--- src/llns_pkg.sv ---
// ----------------------------------------------------------------------------
// llns_pkg
// Shared types and constants for the least-loaded node selector.
// ----------------------------------------------------------------------------
package llns_pkg;

  // Operation codes carried by the kind field
  typedef enum logic [2:0] {
    OP_ADD    = 3'd0,
    OP_REMOVE = 3'd1,
    OP_JOIN   = 3'd2,
    OP_LEAVE  = 3'd3,
    OP_STATUS = 3'd4,
    OP_SELECT = 3'd5
  } op_t;

  // Configuration register indexes
  localparam logic REG_DEFAULT_NODE = 1'b0;
  localparam logic REG_MAX_LOAD     = 1'b1;

  localparam logic [15:0] MAX_LOAD_RESET = 16'd500;
  localparam logic [15:0] LOAD_MAX       = 16'hFFFF;

  // Control states of the top level
  typedef enum logic [1:0] {
    ST_IDLE,
    ST_ACCESS,
    ST_SCAN
  } state_t;

  // One table entry
  typedef struct packed {
    logic        present;
    logic        online;
    logic [15:0] load;
    logic [15:0] latency;
  } entry_t;

  // Status of the scan unit toward the sequencer
  typedef struct packed {
    logic busy;
    logic found;
  } scan_status_t;

endpackage

--- src/llns_table.sv ---
// ----------------------------------------------------------------------------
// llns_table
// Node table memory with one write and one registered read port. Per-entry
// valid bits make never-written entries read as an empty node.
// ----------------------------------------------------------------------------
module llns_table #(
  parameter int NODE_COUNT = 16
) (
  input  logic                          clk,
  input  logic                          rst,
  input  logic                          rd_en,
  input  logic [$clog2(NODE_COUNT)-1:0] rd_addr,
  output llns_pkg::entry_t              rd_data,
  input  logic                          wr_en,
  input  logic [$clog2(NODE_COUNT)-1:0] wr_addr,
  input  llns_pkg::entry_t              wr_data
);

  llns_pkg::entry_t          mem [NODE_COUNT];
  logic [NODE_COUNT-1:0]     vld;
  llns_pkg::entry_t          mem_q;
  logic                      vld_q;

  // Write port
  always_ff @(posedge clk) begin
    if (wr_en) begin
      mem[wr_addr] <= wr_data;
    end
  end

  // Valid bits: clear on reset, set on first write
  always_ff @(posedge clk) begin
    if (rst) begin
      vld <= '0;
    end else if (wr_en) begin
      vld[wr_addr] <= 1'b1;
    end
  end

  // Registered read port
  always_ff @(posedge clk) begin
    if (rd_en) begin
      mem_q <= mem[rd_addr];
      vld_q <= vld[rd_addr];
    end
  end

  assign rd_data = vld_q ? mem_q : '0;

endmodule

--- src/llns_scan.sv ---
// ----------------------------------------------------------------------------
// llns_scan
// Score and compare pipeline for select: one entry per cycle, score
// latency + weight * load, keep the lowest score and its node number.
// ----------------------------------------------------------------------------
module llns_scan #(
  parameter int NODE_COUNT  = 16,
  parameter int LOAD_WEIGHT = 10
) (
  input  logic                          clk,
  input  logic                          rst,
  input  logic                          clear,
  input  logic                          in_valid,
  input  logic [$clog2(NODE_COUNT)-1:0] in_index,
  input  llns_pkg::entry_t              in_entry,
  input  logic [15:0]                   max_load,
  output llns_pkg::scan_status_t        status,
  output logic [$clog2(NODE_COUNT)-1:0] best_index
);

  localparam int AW      = $clog2(NODE_COUNT);
  localparam int SCORE_W = 16 + $clog2(LOAD_WEIGHT + 1) + 1;

  logic               sc_valid;
  logic [AW-1:0]      sc_index;
  logic [SCORE_W-1:0] sc_score;
  logic [SCORE_W-1:0] best_score;
  logic               found;
  logic               eligible;

  assign eligible = in_entry.present && in_entry.online && (in_entry.load < max_load);

  // Score stage: drop ineligible entries
  always_ff @(posedge clk) begin
    if (rst) begin
      sc_valid <= 1'b0;
    end else begin
      sc_valid <= in_valid && eligible;
    end
  end

  always_ff @(posedge clk) begin
    sc_index <= in_index;
    sc_score <= SCORE_W'(in_entry.latency) +
                SCORE_W'(in_entry.load) * SCORE_W'(LOAD_WEIGHT);
  end

  // Compare stage: strict less keeps the lower node on a tie
  always_ff @(posedge clk) begin
    if (rst || clear) begin
      found <= 1'b0;
    end else if (sc_valid && (!found || sc_score < best_score)) begin
      found <= 1'b1;
    end
  end

  always_ff @(posedge clk) begin
    if (sc_valid && (!found || sc_score < best_score)) begin
      best_score <= sc_score;
      best_index <= sc_index;
    end
  end

  assign status.busy  = sc_valid;
  assign status.found = found;

endmodule

--- src/least_loaded_node_selector.sv ---
// ----------------------------------------------------------------------------
// least_loaded_node_selector
// Node table with add, remove, join, leave, status update and select.
// ----------------------------------------------------------------------------
// A request is taken when start is high and busy is low; its result appears
// on the result ports for one cycle with done high and cannot be held off.
// Add, remove, join, leave and status update read the node's entry from the
// table memory, modify it in the access state and write it back; done is
// registered from that state. Select sweeps the table one entry per cycle
// through the memory read port and a two-stage score/compare pipeline: done
// goes high once every entry has been issued and the pipeline has drained.
// busy is high until the result is out, so the next request is taken at the
// edge that ends the done cycle. Configuration writes take effect at once
// and belong between requests.
module least_loaded_node_selector #(
  parameter int NODE_COUNT  = 16,
  parameter int LOAD_WEIGHT = 10
) (
  input  logic        clk,
  input  logic        rst,
  // request
  input  logic        start,
  output logic        busy,
  input  logic [2:0]  kind,
  input  logic [3:0]  node_id,
  input  logic        online_flag,
  input  logic [15:0] latency,
  // result
  output logic        done,
  output logic [3:0]  best_node,
  output logic        none_eligible,
  output logic        node_present,
  output logic        node_online,
  output logic [15:0] node_load,
  // configuration
  input  logic        wr_en,
  input  logic        wr_index,
  input  logic [15:0] wr_data
);

  localparam int AW = $clog2(NODE_COUNT);
  localparam int CW = AW + 1;

  llns_pkg::state_t       state;
  llns_pkg::state_t       state_next;
  llns_pkg::entry_t       rd_data;
  llns_pkg::entry_t       cur;
  llns_pkg::entry_t       nxt;
  llns_pkg::scan_status_t scan_st;
  logic [AW-1:0]          best_index;

  logic [3:0]    default_node;
  logic [15:0]   max_load;
  logic [2:0]    kind_q;
  logic [3:0]    node_id_q;
  logic          online_q;
  logic [15:0]   latency_q;
  logic          id_ok;
  logic          accept;
  logic [CW-1:0] issue_cnt;
  logic          issue;
  logic          rd_v;
  logic [AW-1:0] rd_idx;
  logic          rd_en;
  logic [AW-1:0] rd_addr;
  logic          wr_mem;
  logic          scan_done;

  assign busy   = (state != llns_pkg::ST_IDLE);
  assign accept = start && !busy;
  assign id_ok  = (32'(node_id_q) < NODE_COUNT);

  // Configuration registers
  always_ff @(posedge clk) begin
    if (rst) begin
      default_node <= '0;
      max_load     <= llns_pkg::MAX_LOAD_RESET;
    end else if (wr_en) begin
      unique case (wr_index)
        llns_pkg::REG_DEFAULT_NODE: default_node <= wr_data[3:0];
        llns_pkg::REG_MAX_LOAD:     max_load     <= wr_data;
      endcase
    end
  end

  // Latch request
  always_ff @(posedge clk) begin
    if (accept) begin
      kind_q    <= kind;
      node_id_q <= node_id;
      online_q  <= online_flag;
      latency_q <= latency;
    end
  end

  // Table read address: addressed node on accept, sweep index during scan
  assign issue   = (state == llns_pkg::ST_SCAN) && (issue_cnt < CW'(NODE_COUNT));
  assign rd_en   = accept || issue;
  assign rd_addr = accept ? AW'(node_id) : issue_cnt[AW-1:0];

  llns_table #(
    .NODE_COUNT (NODE_COUNT)
  ) u_table (
    .clk     (clk),
    .rst     (rst),
    .rd_en   (rd_en),
    .rd_addr (rd_addr),
    .rd_data (rd_data),
    .wr_en   (wr_mem),
    .wr_addr (AW'(node_id_q)),
    .wr_data (nxt)
  );

  // Modify the addressed entry
  assign cur = id_ok ? rd_data : '0;

  always_comb begin
    nxt    = cur;
    wr_mem = 1'b0;
    if (state == llns_pkg::ST_ACCESS && id_ok) begin
      unique case (llns_pkg::op_t'(kind_q))
        llns_pkg::OP_ADD: begin
          nxt    = '{present: 1'b1, online: 1'b1, load: '0, latency: '0};
          wr_mem = 1'b1;
        end
        llns_pkg::OP_REMOVE: begin
          nxt    = '0;
          wr_mem = 1'b1;
        end
        llns_pkg::OP_JOIN: begin
          if (cur.present && cur.load != llns_pkg::LOAD_MAX) begin
            nxt.load = cur.load + 16'd1;
            wr_mem   = 1'b1;
          end
        end
        llns_pkg::OP_LEAVE: begin
          if (cur.present && cur.load != '0) begin
            nxt.load = cur.load - 16'd1;
            wr_mem   = 1'b1;
          end
        end
        llns_pkg::OP_STATUS: begin
          if (cur.present) begin
            nxt.online  = online_q;
            nxt.latency = latency_q;
            wr_mem      = 1'b1;
          end
        end
        default: begin
          nxt    = cur;
          wr_mem = 1'b0;
        end
      endcase
    end
  end

  // Sweep counter and read-valid pipe
  always_ff @(posedge clk) begin
    if (rst) begin
      issue_cnt <= '0;
      rd_v      <= 1'b0;
    end else begin
      rd_v <= issue;
      if (state == llns_pkg::ST_ACCESS) begin
        issue_cnt <= '0;
      end else if (issue) begin
        issue_cnt <= issue_cnt + CW'(1);
      end
    end
  end

  always_ff @(posedge clk) begin
    rd_idx <= issue_cnt[AW-1:0];
  end

  llns_scan #(
    .NODE_COUNT  (NODE_COUNT),
    .LOAD_WEIGHT (LOAD_WEIGHT)
  ) u_scan (
    .clk        (clk),
    .rst        (rst),
    .clear      (state == llns_pkg::ST_ACCESS),
    .in_valid   (rd_v),
    .in_index   (rd_idx),
    .in_entry   (rd_data),
    .max_load   (max_load),
    .status     (scan_st),
    .best_index (best_index)
  );

  assign scan_done = (state == llns_pkg::ST_SCAN) && !issue && !rd_v && !scan_st.busy;

  // State register
  always_ff @(posedge clk) begin
    if (rst) begin
      state <= llns_pkg::ST_IDLE;
    end else begin
      state <= state_next;
    end
  end

  // Next state
  always_comb begin
    state_next = state;
    unique case (state)
      llns_pkg::ST_IDLE: begin
        if (accept) begin
          state_next = llns_pkg::ST_ACCESS;
        end
      end
      llns_pkg::ST_ACCESS: begin
        if (llns_pkg::op_t'(kind_q) == llns_pkg::OP_SELECT) begin
          state_next = llns_pkg::ST_SCAN;
        end else begin
          state_next = llns_pkg::ST_IDLE;
        end
      end
      llns_pkg::ST_SCAN: begin
        if (scan_done) begin
          state_next = llns_pkg::ST_IDLE;
        end
      end
      default: state_next = llns_pkg::ST_IDLE;
    endcase
  end

  // Result strobe
  always_ff @(posedge clk) begin
    if (rst) begin
      done <= 1'b0;
    end else begin
      done <= ((state == llns_pkg::ST_ACCESS) &&
               (llns_pkg::op_t'(kind_q) != llns_pkg::OP_SELECT)) || scan_done;
    end
  end

  // Result payload: node report after the modify, select fields at scan end
  always_ff @(posedge clk) begin
    if (state == llns_pkg::ST_ACCESS) begin
      node_present  <= nxt.present;
      node_online   <= nxt.present && nxt.online;
      node_load     <= nxt.present ? nxt.load : '0;
      best_node     <= '0;
      none_eligible <= 1'b0;
    end else if (scan_done) begin
      best_node     <= scan_st.found ? 4'(best_index) : default_node;
      none_eligible <= !scan_st.found;
    end
  end

  // Checks
  a_done_after_busy: assert property (@(posedge clk) disable iff (rst)
    done |-> $past(busy))
    else $error("result strobe without a request in flight");

  a_done_single: assert property (@(posedge clk) disable iff (rst)
    done |=> !done)
    else $error("result strobe held for more than one cycle");

  a_accept_busy: assert property (@(posedge clk) disable iff (rst)
    accept |=> busy)
    else $error("accepted request did not raise busy");

  a_absent_report: assert property (@(posedge clk) disable iff (rst)
    done && !node_present |-> !node_online && node_load == '0)
    else $error("absent node reported with online or load");

  a_sweep_bound: assert property (@(posedge clk) disable iff (rst)
    issue_cnt <= CW'(NODE_COUNT))
    else $error("sweep counter past table size");

endmodule

--- config.mk ---
export PLATFORM = sky130hd
export DESIGN_NAME = least_loaded_node_selector
export DESIGN_NICKNAME = d
export VERILOG_FILES = /design/src/llns_pkg.sv /design/src/llns_table.sv /design/src/llns_scan.sv /design/src/least_loaded_node_selector.sv
export SDC_FILE = /design/constraint.sdc
export NUM_CORES = 1
export LEC_CHECK = 0
export ABC_AREA = 1
export BUFFER_PORTS_ARGS = -buffer_cell sky130_fd_sc_hd__buf_2
export CAP_MARGIN = 20
export CORE_MARGIN = 8
export CORE_UTILIZATION = 55
export CTS_CLUSTER_DIAMETER = 150
export CTS_CLUSTER_SIZE = 14
export DETAILED_ROUTE_END_ITERATION = 8
export PLACE_DENSITY = 0.71
export SLEW_MARGIN = 20
export SYNTH_ARGS = -nofsm -noshare
export SYNTH_HDL_FRONTEND = slang
export SYNTH_SLANG_ARGS = --single-unit
--- constraint.sdc ---
create_clock -name clk -period 4.92 [get_ports clk]
set_input_delay 0.246 -clock clk [delete_from_list [all_inputs] [get_ports clk]]
set_output_delay 0.246 -clock clk [all_outputs]
set_load 0.01 [all_outputs]
After elaboration in Yosys (flattened, before gate mapping)
Memory sizes are Yosys's and may differ from the RTL's. A register that Yosys moved wholly into a read port is not among the register bits.
Index checks and enable logic that the tools add are counted.
{"block": "op_classes", "bitwise_logic": 2, "muxes": 27, "reduce_logical": 32, "add_sub_neg": 4, "mul": 1, "magnitude_cmp": 6, "eq_ne": 11}
{"operator": "$mux W34", "count": 2}
{"operator": "$mux W16", "count": 3}
{"operator": "$pmux W16 S3", "count": 1}
{"operator": "$pmux W16 S2", "count": 1}
{"operator": "$add A16 B20 Y21", "count": 1}
{"operator": "$lt A21 B21 Y1", "count": 1}
{"operator": "$mul A16 B3 Y19 const B", "count": 1}
{"operator": "$add A16 B1 Y16 const B", "count": 1}
{"operator": "$lt A16 B16 Y1", "count": 1}
{"operator": "$ne A16 B16 Y1 const B", "count": 1}
{"operator": "$or A16 B16 Y16", "count": 1}
{"operator": "$reduce_bool A16 Y1", "count": 1}
{"operator": "$sub A16 B1 Y16 const B", "count": 1}
{"operator": "$logic_and A1 B1 Y1", "count": 14}
{"operator": "$lt A4 B5 Y1 const B", "count": 2}
{"operator": "$mux W1", "count": 9}
{"operator": "$mux W4", "count": 2}
{"operator": "$eq A3 B2 Y1 const B", "count": 2}
{"operator": "$eq A3 B3 Y1 const B", "count": 2}
{"operator": "$mux W2", "count": 3}
{"operator": "$pmux W2 S3", "count": 1}
{"operator": "$reduce_and A2 Y1", "count": 3}
{"operator": "$add A5 B1 Y5 const B", "count": 1}
{"operator": "$logic_not A1 Y1", "count": 5}
{"operator": "18 further kinds", "count": 23}
{"block": "word_totals", "elab_cells": 108, "ff_bits": 149, "ramBits": 544, "output_inout_bits": 25, "memories": 1, "inputBits": 45}
{"name": "u_table.mem", "depth": 16, "word_bits": 34, "rd": 1, "rd_clocked_by_memory_dff": 1, "write_ports": 1, "line": "llns_table.sv:19", "text": "llns_pkg::entry_t mem [NODE_COUNT];"}

Depth between registers and ports, before layout
Gate-level depths: netlist of run 1.
{"block": "logic_depth", "word_depth": 8, "depth_mapped": 23, "depth_no_buf": 20}

Cells and area by module
From an unflattened synthesis of run 1, not the netlist that was laid out.
{"block": "unflattened", "cells_unflattened": 3564, "hier_area_um2": 34097.7}
{"mod": "llns_table", "n_inst": 1, "seq_area_each_um2": 17707.0, "cells_per_inst": 2430, "area_each_um2": 25445.7}
{"mod": "least_loaded_node_selector", "n_inst": 1, "seq_area_each_um2": 2021.9, "cells_per_inst": 658, "area_each_um2": 4710.8}
{"mod": "llns_scan", "n_inst": 1, "seq_area_each_um2": 1291.2, "cells_per_inst": 476, "area_each_um2": 3941.3}

Worst setup path before layout of run 1
Ideal clock, no wire load.
{"block": "synth_timing", "path_type": "register to register", "start": "register u_table.vld_q", "end": "memory u_table.mem[11][0] in the netlist's numbering, enable pin", "setup_time_ns": 0.425, "arrival_time_ns": 3.751, "slack_ns": 0.744, "synth_period_minus_slack_ns": 4.176, "stages_incl_launch_ff": 19, "required_time_ns": 4.495, "n_path_buf": 4, "cell_sequence": "edfxtp_1 > buf_6 > buf_6 > nand2_1 > buf_2 > inv_1 > ha_1 > nand2_1 > inv_1 > nand2_1 > nor2_1 > nand2_1 > nand3_1 > nand2_1 > nand2_2 > nand2_8 > buf_12 > nand3_2 > nor2_1"}
{"block": "synth_via", "elab_chain_len": 8, "word_cells_on_any_way": 12, "cone_classes": "eq/ne: 1; mux: 8; reduce/logical: 3"}
{"element": "start: declaration", "line": "llns_table.sv:22", "text": "logic vld_q;"}
{"element": "start signal: assignment", "line": "llns_table.sv:44", "text": "vld_q <= vld[rd_addr];"}
{"element": "$mux W34 (*)", "line": "llns_table.sv:48", "text": "assign rd_data = vld_q ? mem_q : '0;"}
{"element": "$ne A16 B16 Y1 or $reduce_bool A16 Y1 (tied branches)", "line": "least_loaded_node_selector.sv:131, least_loaded_node_selector.sv:137"}
{"element": "$logic_and A1 B1 Y1 (on tied branches)", "line": "least_loaded_node_selector.sv:131, least_loaded_node_selector.sv:137"}
{"element": "$mux W1 (on tied branches)", "line": "least_loaded_node_selector.sv:131, least_loaded_node_selector.sv:137"}
{"element": "$pmux W1 S4 (*)", "line": "least_loaded_node_selector.sv:121", "text": "unique case (llns_pkg::op_t'(kind_q))"}
{"element": "$mux W1 (*)", "line": "least_loaded_node_selector.sv:120", "text": "if (state == llns_pkg::ST_ACCESS && id_ok) begin"}
{"element": "$mux W1 (*)", "line": "llns_table.sv:26", "text": "if (wr_en) begin"}
{"element": "$mux W1 (implied by the code) (*)", "line": "llns_table.sv:27", "text": "mem[wr_addr] <= wr_data;"}
{"element": "end: declaration", "line": "llns_table.sv:19"}
Mark *: on every way between the ends. The rest lies on a longest branch, timed or not.

Final worst setup path of run 1
{"block": "layout_timing", "start": "register u_table.vld_q", "end": "register u_scan.sc_score[19]"}
{"block": "layout_via", "elab_chain_len": 3}
{"element": "$mux W34 (*)", "line": "llns_table.sv:48"}
{"element": "$mul A16 B3 Y19", "line": "llns_scan.sv:45", "text": "SCORE_W'(in_entry.load) * SCORE_W'(LOAD_WEIGHT);"}
{"element": "$add A16 B20 Y21 (*)", "line": "llns_scan.sv:44", "text": "sc_score <= SCORE_W'(in_entry.latency) +"}
{"element": "end signal: assignment", "line": "llns_scan.sv:44"}
{"element": "end: declaration", "line": "llns_scan.sv:26", "text": "logic [SCORE_W-1:0] sc_score;"}
Marks and branches as above.
A chain may end at the register's enable or synchronous reset.

==> run_results.csv, run 1 <==
group,metric,value,unit
grt,grtUsageTotal,25.98,%
clock_network,ctsResizeCount,0,
place,place_congestion,1.012,
power,power_density,368.4,mW/mm2
hold_path,whs_endpoint,"state[0]",
clock_network,clockRootBuffer,"clkbuf_16",
run,maxCapViolCount,0,
worst_setup_path,reg2reg_setup_slack,900,ps
grt,first_global_vias,22070,
route,top_layer,"met4",
floorplan,rows,89,
sta,setup_slack,899.4,ps
worst_setup_path,cp_data_required_time,5500,ps
finish,nets,3176,
route,viasPerCell,5.932,
clock_network,clk_latency,640,ps
clock_network,cts.sinks,727,
worst_setup_path,r2r_start,"u_table.vld_q",
grt,grt_max_degree,141,
power,irDropWorstVdd,0.0002996,V
clock_network,clockBufferDepth,3,
worst_setup_path,r2r-end,"u_scan.sc_score[19]",
finish,final_common_cell,"edfxtp_1",
route,wire_per_inst,23.13,um
sta,timing.final.crit_share,81.72,%
sta,max_freq,248.7,MHz
synth,yosysUniqueCellTypes,47,
synth,synth_cells,2967,
route,route.met3.wl,6967,um
sta,fin_setup_tns,0,ps
sta,relSlewSlack,24.12,%
finish,final_cell_mix,"646 x edfxtp_1, 485 x nand2_1, 305 x inv_1",
sta,min_period,4021,ps
finish,areaGrowthSynthToFinish,10.58,%
clock_network,cts_buffers,57,
sta,whs,111.0,ps
hold_path,min_from,"rst",
grt,grt_antenna_before_repair,0,
sta,maxSlewViolCount,0,
synth,ys_ff_latch,727,
synth,ys_seq_area_share,64.89,%
route,wirelength,89110,um
clock_network,cts.reportedPaths.clkPinSlew,80,ps
floorplan,coreArea,0.05857,mm2
route,antenna_left,0,
clock_network,htreeDepth,2,
floorplan,dieArea,0.06692,mm2
sta,worst_pin_slew,1131,ps
grt,overflow,0,
place,place_area,0.03382,mm2
worst_setup_path,crit_arrival,4600,ps
finish,fin_area,0.03582,mm2
floorplan,start_util,55.30,%
worst_setup_path,cp-start-kind,"flop",
power,leakage,13.80,nW
synth,synthesis.nets,3084,
worst_setup_path,r2r_cells,22,
sta,finalSetupViolCount,0,
route,vias,22860,
synth,avgSynthCellArea,10.92,um2
finish,diodes,0,
worst_setup_path,endpoint_kind,"flop",
route,m1WireLength,36830,um
hold_path,hold_depth,2,
synth,ys_warn_count,0,
finish,drive_above_1_share,8.766,%
worst_setup_path,crit_fanout,35,
sta,rsz0062_at_grt,"no",
clock_network,cts_tree,"done",
place,pre_cts_ws,922.4,ps
floorplan,dieHeight,258.7,um
clock_network,post-cts-setup-buffer-count,0,
place,port_buffers,69,
sta,clock_skew,29.82,ps
route,firstDrtPassIters,5,
sta,hold_viol,0,
worst_setup_path,critPathKind,"reg2reg",
floorplan,ioPinCount,70,
run_status,status,"completed",
route,drc,0,
floorplan,die_x,258.7,um
route,drt-initial-drc-count,2442,
hold_path,min_path_type,"in2reg",
synth,synth_area,0.03239,mm2
grt,grt_pass1_wl,133300,um
route,wl_met2,42290,um
place,post-dp-hpwl,54570,um
==> flip-flops by register name, indices dropped and copies added, names as in the netlist, 3 cells and up <==
signal and cells:
u_table.mem 544, u_table.mem_q 34, u_scan.best_score 21, u_scan.sc_score 21, latency_q 16, max_load 16
node_load 16, u_table.vld 16, issue_cnt 5, best_node 4, default_node 4, node_id_q 4
rd_idx 4, u_scan.best_index 4, u_scan.sc_index 4, kind_q 3
==> critical path: stages (launching register included) <==
cell      delay (ps)
edfxtp_1         560
buf_12           250
nand2_1           90
buf_4            180
nand2_1           60
o21ai_0           70
inv_1             60
ha_1             230
fa_1             410
nand3_1          100
nand2_1          120
a21oi_1          240
o21ai_0          140
xor2_1           160
ha_1             360
nand2_1          100
nor4_1           270
nand2_1          100
nand2_1          100
nand3_1          100
nand2_1           90
nand2_1           50
nand2_1           60
==> how the worst max path moves through the flow <==
stage | end | cells past startpoint | startpoint
detailed placement | u_scan.sc_score[19] | 22 | u_table.vld_q
finish | u_scan.sc_score[19] | 22 | u_table.vld_q
global route | u_scan.sc_score[19] | 22 | u_table.vld_q
CTS | u_scan.sc_score[19] | 22 | u_table.vld_q
global placement | u_scan.sc_score[17] | 22 | u_table.vld_q
floorplan | u_table.mem[11][0] | 18 | u_table.vld_q
==> through the flow <==
stage,power [W],util (%),std cells
floorplan,0.008434,-,2967
global placement,0.009088,57.73,3729
detailed placement,0.009121,57.73,3729
CTS,0.01324,61.12,3853
global route,0.01368,61.15,3853
finish,0.01320,61.15,3853
==> synthesized netlist by cell type (all sizes together) <==
| master | instances | area [um2] |
|---|---|---|
| a211oi | 2 | 15.01 |
| a21boi | 2 | 15.01 |
| a21o | 1 | 7.510 |
| a21oi | 78 | 401.6 |
| a311oi | 1 | 8.760 |
| a31oi | 10 | 62.56 |
| buf | 61 | 350.3 |
| clkbuf | 85 | 319.1 |
| clkinv | 1 | 3.750 |
| conb | 1 | 3.750 |
| dfxtp | 81 | 1622 |
| edfxtp | 646 | 19400 |
| fa | 1 | 20.02 |
| ha | 71 | 888.4 |
| inv | 325 | 1220 |
| nand2 | 512 | 2023 |
| nand3 | 201 | 1016 |
| nand3b | 1 | 7.510 |
| nand4 | 18 | 112.6 |
| nor2 | 286 | 1125 |
| nor3 | 5 | 25.02 |
| nor4 | 4 | 25.02 |
| o211ai | 264 | 1982 |
| o21a | 4 | 30.03 |
| o21ai | 260 | 1320 |
| o21bai | 7 | 52.55 |
| o221ai | 2 | 17.52 |
| o22ai | 1 | 6.260 |
| o31ai | 1 | 7.510 |
| xnor2 | 7 | 61.31 |
| xor2 | 28 | 245.2 |
==> cell families (layout without fill, tap and decap cells) <==
| group | after synthesis | after routing | synth area share, % |
|---|---|---|---|
| simple gates | 1027 | 1027 | 13.38 |
| fa+ha+maj | 72 | 72 | 2.804 |
| other cells | 1 | 1 | 0.01158 |
| buf+inv | 472 | 585 | 5.844 |
| flops | 727 | 727 | 64.89 |
| compound gates | 633 | 633 | 12.12 |
| xor+xnor | 35 | 35 | 0.9464 |
==> layer usage <==
layer	vias to the layer above	global-route usage [%]
li1	10600	-
met1	11130	35.63
met2	947	42.26
met3	173	3.910
met4	0	8.999
met5	-	0
==> final cells by class <==
class,instances,area [um2]
inverters,326,1226
flip-flops and latches,727,21020
well taps,773,967.2
repair buffers,179,1469
fillers,4736,22750
clock buffers,78,1505
clock inverters,2,40.04
multi-input cells,1768,9592
==> what timing repair did <==
action                     CTS  global route
setup endpoints to repair    0             0
hold buffers                44             0
hold endpoints to repair    44             0
==> where the power goes <==
group          switching, W  internal (W)
combinational       0.00135      0.000571
clock               0.00205       0.00211
sequential         0.000107       0.00701
total               0.00351       0.00969
Power figures use the tool's default switching activity.
==> run 2: changes to the inputs <==
--- a/config.mk
+++ b/config.mk
@@ -5,7 +5,7 @@
 export SDC_FILE = /design/constraint.sdc
 export NUM_CORES = 1
 export LEC_CHECK = 0
-export ABC_AREA = 1
+export ABC_AREA = 0
 export BUFFER_PORTS_ARGS = -buffer_cell sky130_fd_sc_hd__buf_2
 export CAP_MARGIN = 20
 export CORE_MARGIN = 8
==> constraint.sdc (replaced) <==
create_clock -name clk -period 3.7 [get_ports clk]
set_input_delay 0.185 -clock clk [delete_from_list [all_inputs] [get_ports clk]]
set_output_delay 0.185 -clock clk [all_outputs]
set_load 0.01 [all_outputs]
==> run 2 against run 1 <==
Against the previous run: fmax grew 11%; first-iteration DRC count down 22%; flip-flop and latch count did not move; clock-buffer cell count rose by 13; die area fell by 5.2%; via count fell by 21%; sequential power rose by 31%; critical path depth shrank 10; final cell count down 25%; global-route usage fell by 2.2 points; setup slack worse by 830 ps; largest power group unchanged.
==> run_results.csv, run 2 <==
group,metric,value,unit
place,port_buffers,69,
grt,grt_pass1_wl,114100,um
sta,timing.final.crit_share,98.14,%
sta,clock_skew,19.55,ps
floorplan,die_x,251.8,um
clock_network,htreeDepth,2,
power,leakage,12.25,nW
worst_setup_path,cp_top_family,"compound AO/OA/AOI/OAI gates",
run,maxCapViolCount,0,
sta,max_freq,275.4,MHz
clock_network,cts_tree,"done",
finish,diodes,0,
finish,final_cell_mix,"646 x edfxtp_1, 150 x nand2_1, 140 x mux4_2",
clock_network,clockBufferDepth,3,
synth,synth_cells,1917,
grt,met1_usage,31.68,%
finish,regMostFlops,"u_table.mem",
clock_network,clk_latency,630,ps
route,antenna_left,0,
finish,areaGrowthSynthToFinish,14.93,%
finish,largest_register_ffs,544,
worst_setup_path,r2r_cells,12,
worst_setup_path,crit_arrival,4150,ps
floorplan,ioPinCount,70,
worst_setup_path,cp_cell_sequence,"buf_6 -> buf_12 -> and2_0 -> buf_4 -> ha_1 -> ha_1 -> nand4_1 -> a2111oi_0 -> o31ai_1 -> o41ai_2 -> nor2_1 -> a32o_1",
grt,overflow,0,
worst_setup_path,path_buf_inv,3,
grt,grt_busiest_layer,"met2",
floorplan,dieHeight,251.8,um
finish,fin_area,0.03515,mm2
place,post-dp-hpwl,46840,um
finish,final_common_cell,"edfxtp_1",
finish,nFillCells,3914,
synth,ys_ff_latch,727,
sta,maxSlewViolCount,0,
hold_path,min_path_type,"in2reg",
route,viasPerCell,6.242,
sta,whs,73.47,ps
worst_setup_path,critPathKind,"reg2reg",
floorplan,rows,86,
sta,worst_pin_slew,1153,ps
finish,largestRegisters,"u_table.mem (544), u_table.mem_q (34)",
floorplan,dieArea,0.06341,mm2
power,irDropWorstVdd,0.0004530,V
clock_network,cts_buffers,57,
synth,synth_area,0.03059,mm2
route,firstDrtPassIters,5,
synth,yosysUniqueCellTypes,78,
worst_setup_path,cp-start-kind,"flop",
synth,synthTopCellsByArea,"edfxtp_1 63%, mux4_2 10%, dfxtp_1 5.3%",
clock_network,cts.sinks,727,
route,wirelength,75980,um
place,dp.cells,2757,
place,place_congestion,0.9514,
worst_setup_path,crit_path_max_incr_delay,840,ps
worst_setup_path,crit_top_cell,"ha_1",
synth,ys_seq_area_share,68.72,%
floorplan,start_util,55.52,%
power,power_density,476.7,mW/mm2
grt,grt_max_degree,71,
sta,relSlewSlack,22.98,%
route,wire_per_inst,26.18,um
run_status,status,"completed",
sta,finalSetupViolCount,0,
finish,drive_above_1_share,22.24,%
clock_network,cts.reportedPaths.clkPinSlew,80,ps
sta,rsz0062_at_grt,"yes",
route,vias,18110,
worst_setup_path,cp_num_cells,12,
synth,synth_top_area_share,63.42,%
worst_setup_path,endpoint_kind,"flop",
sta,hold_viol,0,
power,power,0.01676,W
grt,use_met2,39.98,%
synth,synthesis.nets,2034,
finish,nets,2236,
synth,synth_edf_count,646,
grt,gr-usage-met3,3.560,%
grt,first_global_vias,18420,
synth,ys_async_sr_fraction,0,%
route,drt-initial-drc-count,1904,
hold_path,hold_depth,4,
floorplan,coreArea,0.05509,mm2
place,place_area,0.03289,mm2
synth,synth_ff_type,"edfxtp_1",
worst_setup_path,cp_data_required_time,4220,ps
synth,yosysMostFrequentCell,"edfxtp_1",
clock_network,clockRootBuffer,"clkbuf_16",
route,drc,0,
sta,min_period,3631,ps
synth,yosysTopAreaCell,"edfxtp_1",
sta,fin_setup_tns,0,ps
worst_setup_path,critPathSlowestCell,"a2111oi_0",
finish,final_cells,2902,
worst_setup_path,crit_fanout,24,
synth,avgSynthCellArea,15.96,um2
grt,grt_antenna_before_repair,2,
grt,grtUsageTotal,23.77,%
synth,ys_top_cells_by_count,"646 x edfxtp_1, 151 x nand2_1, 140 x mux4_2",
synth,ys_warn_count,0,
run 2: changes by cell type after synthesis, sizes merged, moves of 140 or more:
cell | before | now
o211ai | 264 | 6
o21ai | 260 | 39
nand2 | 512 | 151
inv | 325 | 70
nand3 | 201 | 16
nor2 | 286 | 87
mux4 | 0 | 140
run 2: worst register-to-register path: stages (launching register included):
cell and delay (ps):
edfxtp_1 380, buf_6 150, buf_12 160, and2_0 280, buf_4 240, ha_1 250, ha_1 370, nand4_1 160
a2111oi_0 840, o31ai_1 180, o41ai_2 130, nor2_1 90, a32o_1 270
run 2: logic make-up after synthesis:
logic type | Yosys count | synth area share (%)
adders and majority gates | 73 | 3.003
muxes | 162 | 11.04
other | 1 | 0.01226
buffers and inverters | 168 | 2.156
xor gates and xnor gates | 33 | 0.9449
DFF | 727 | 68.72
and+or+nand+nor | 436 | 6.991
AOI/OAI and AO/OA | 317 | 7.134
run 2: final timing paths:
path,from,endpoint,slack (ps)
max,u_table.vld_q,u_scan.sc_score[19],70
min,wr_en,default_node[0],70
max reg2reg,u_table.vld_q,u_scan.sc_score[19],70
min reg2reg,rd_idx[2],u_scan.sc_index[2],330
run 2: final cells by class:
class | count | area, um2 | area share [%]
clock buffer | 91 | 1554 | 4.421
clock inverter | 3 | 58.81 | 0.1673
tap | 748 | 935.9 | 2.662
sequential | 727 | 21020 | 59.80
multi-input combinational | 1022 | 9336 | 26.56
inverter | 71 | 271.5 | 0.7724
timing repair buffer | 240 | 1977 | 5.624
run 2: metal layers:
metal | routed length (um) | vias up
met2 | 37440 | 786
met4 | 2265 | 2
li1 | - | 7914
met3 | 5525 | 134
met5 | 13 | -
met1 | 30730 | 9278
run 2: where the power goes:
part | switching (W) | internal (W) | total (W)
sequential | 0.000117 | 0.00920 | 0.00931
clock | 0.00273 | 0.00287 | 0.00560
combinational | 0.00109 | 0.000753 | 0.00184
total | 0.00394 | 0.0128 | 0.0168
run 2: metrics by stage:
step | util (%) | setup slack (ps)
after CTS | 63.39 | 29.17
after detailed placement | 59.70 | -53.30
after global routing | 63.81 | -37.87
after floorplan | - | -164.1
final | 63.81 | 68.97
after global placement | 59.70 | -0.8726
run 2: timing repair:
item                       in CTS  in global routing
pin swaps                       0                 12
gates cloned                    0                  1
setup buffers                   0                  8
resized for setup               3                 26
hold endpoints to repair       45                  0
setup endpoints to repair       3                 28
hold buffers                   41                  0
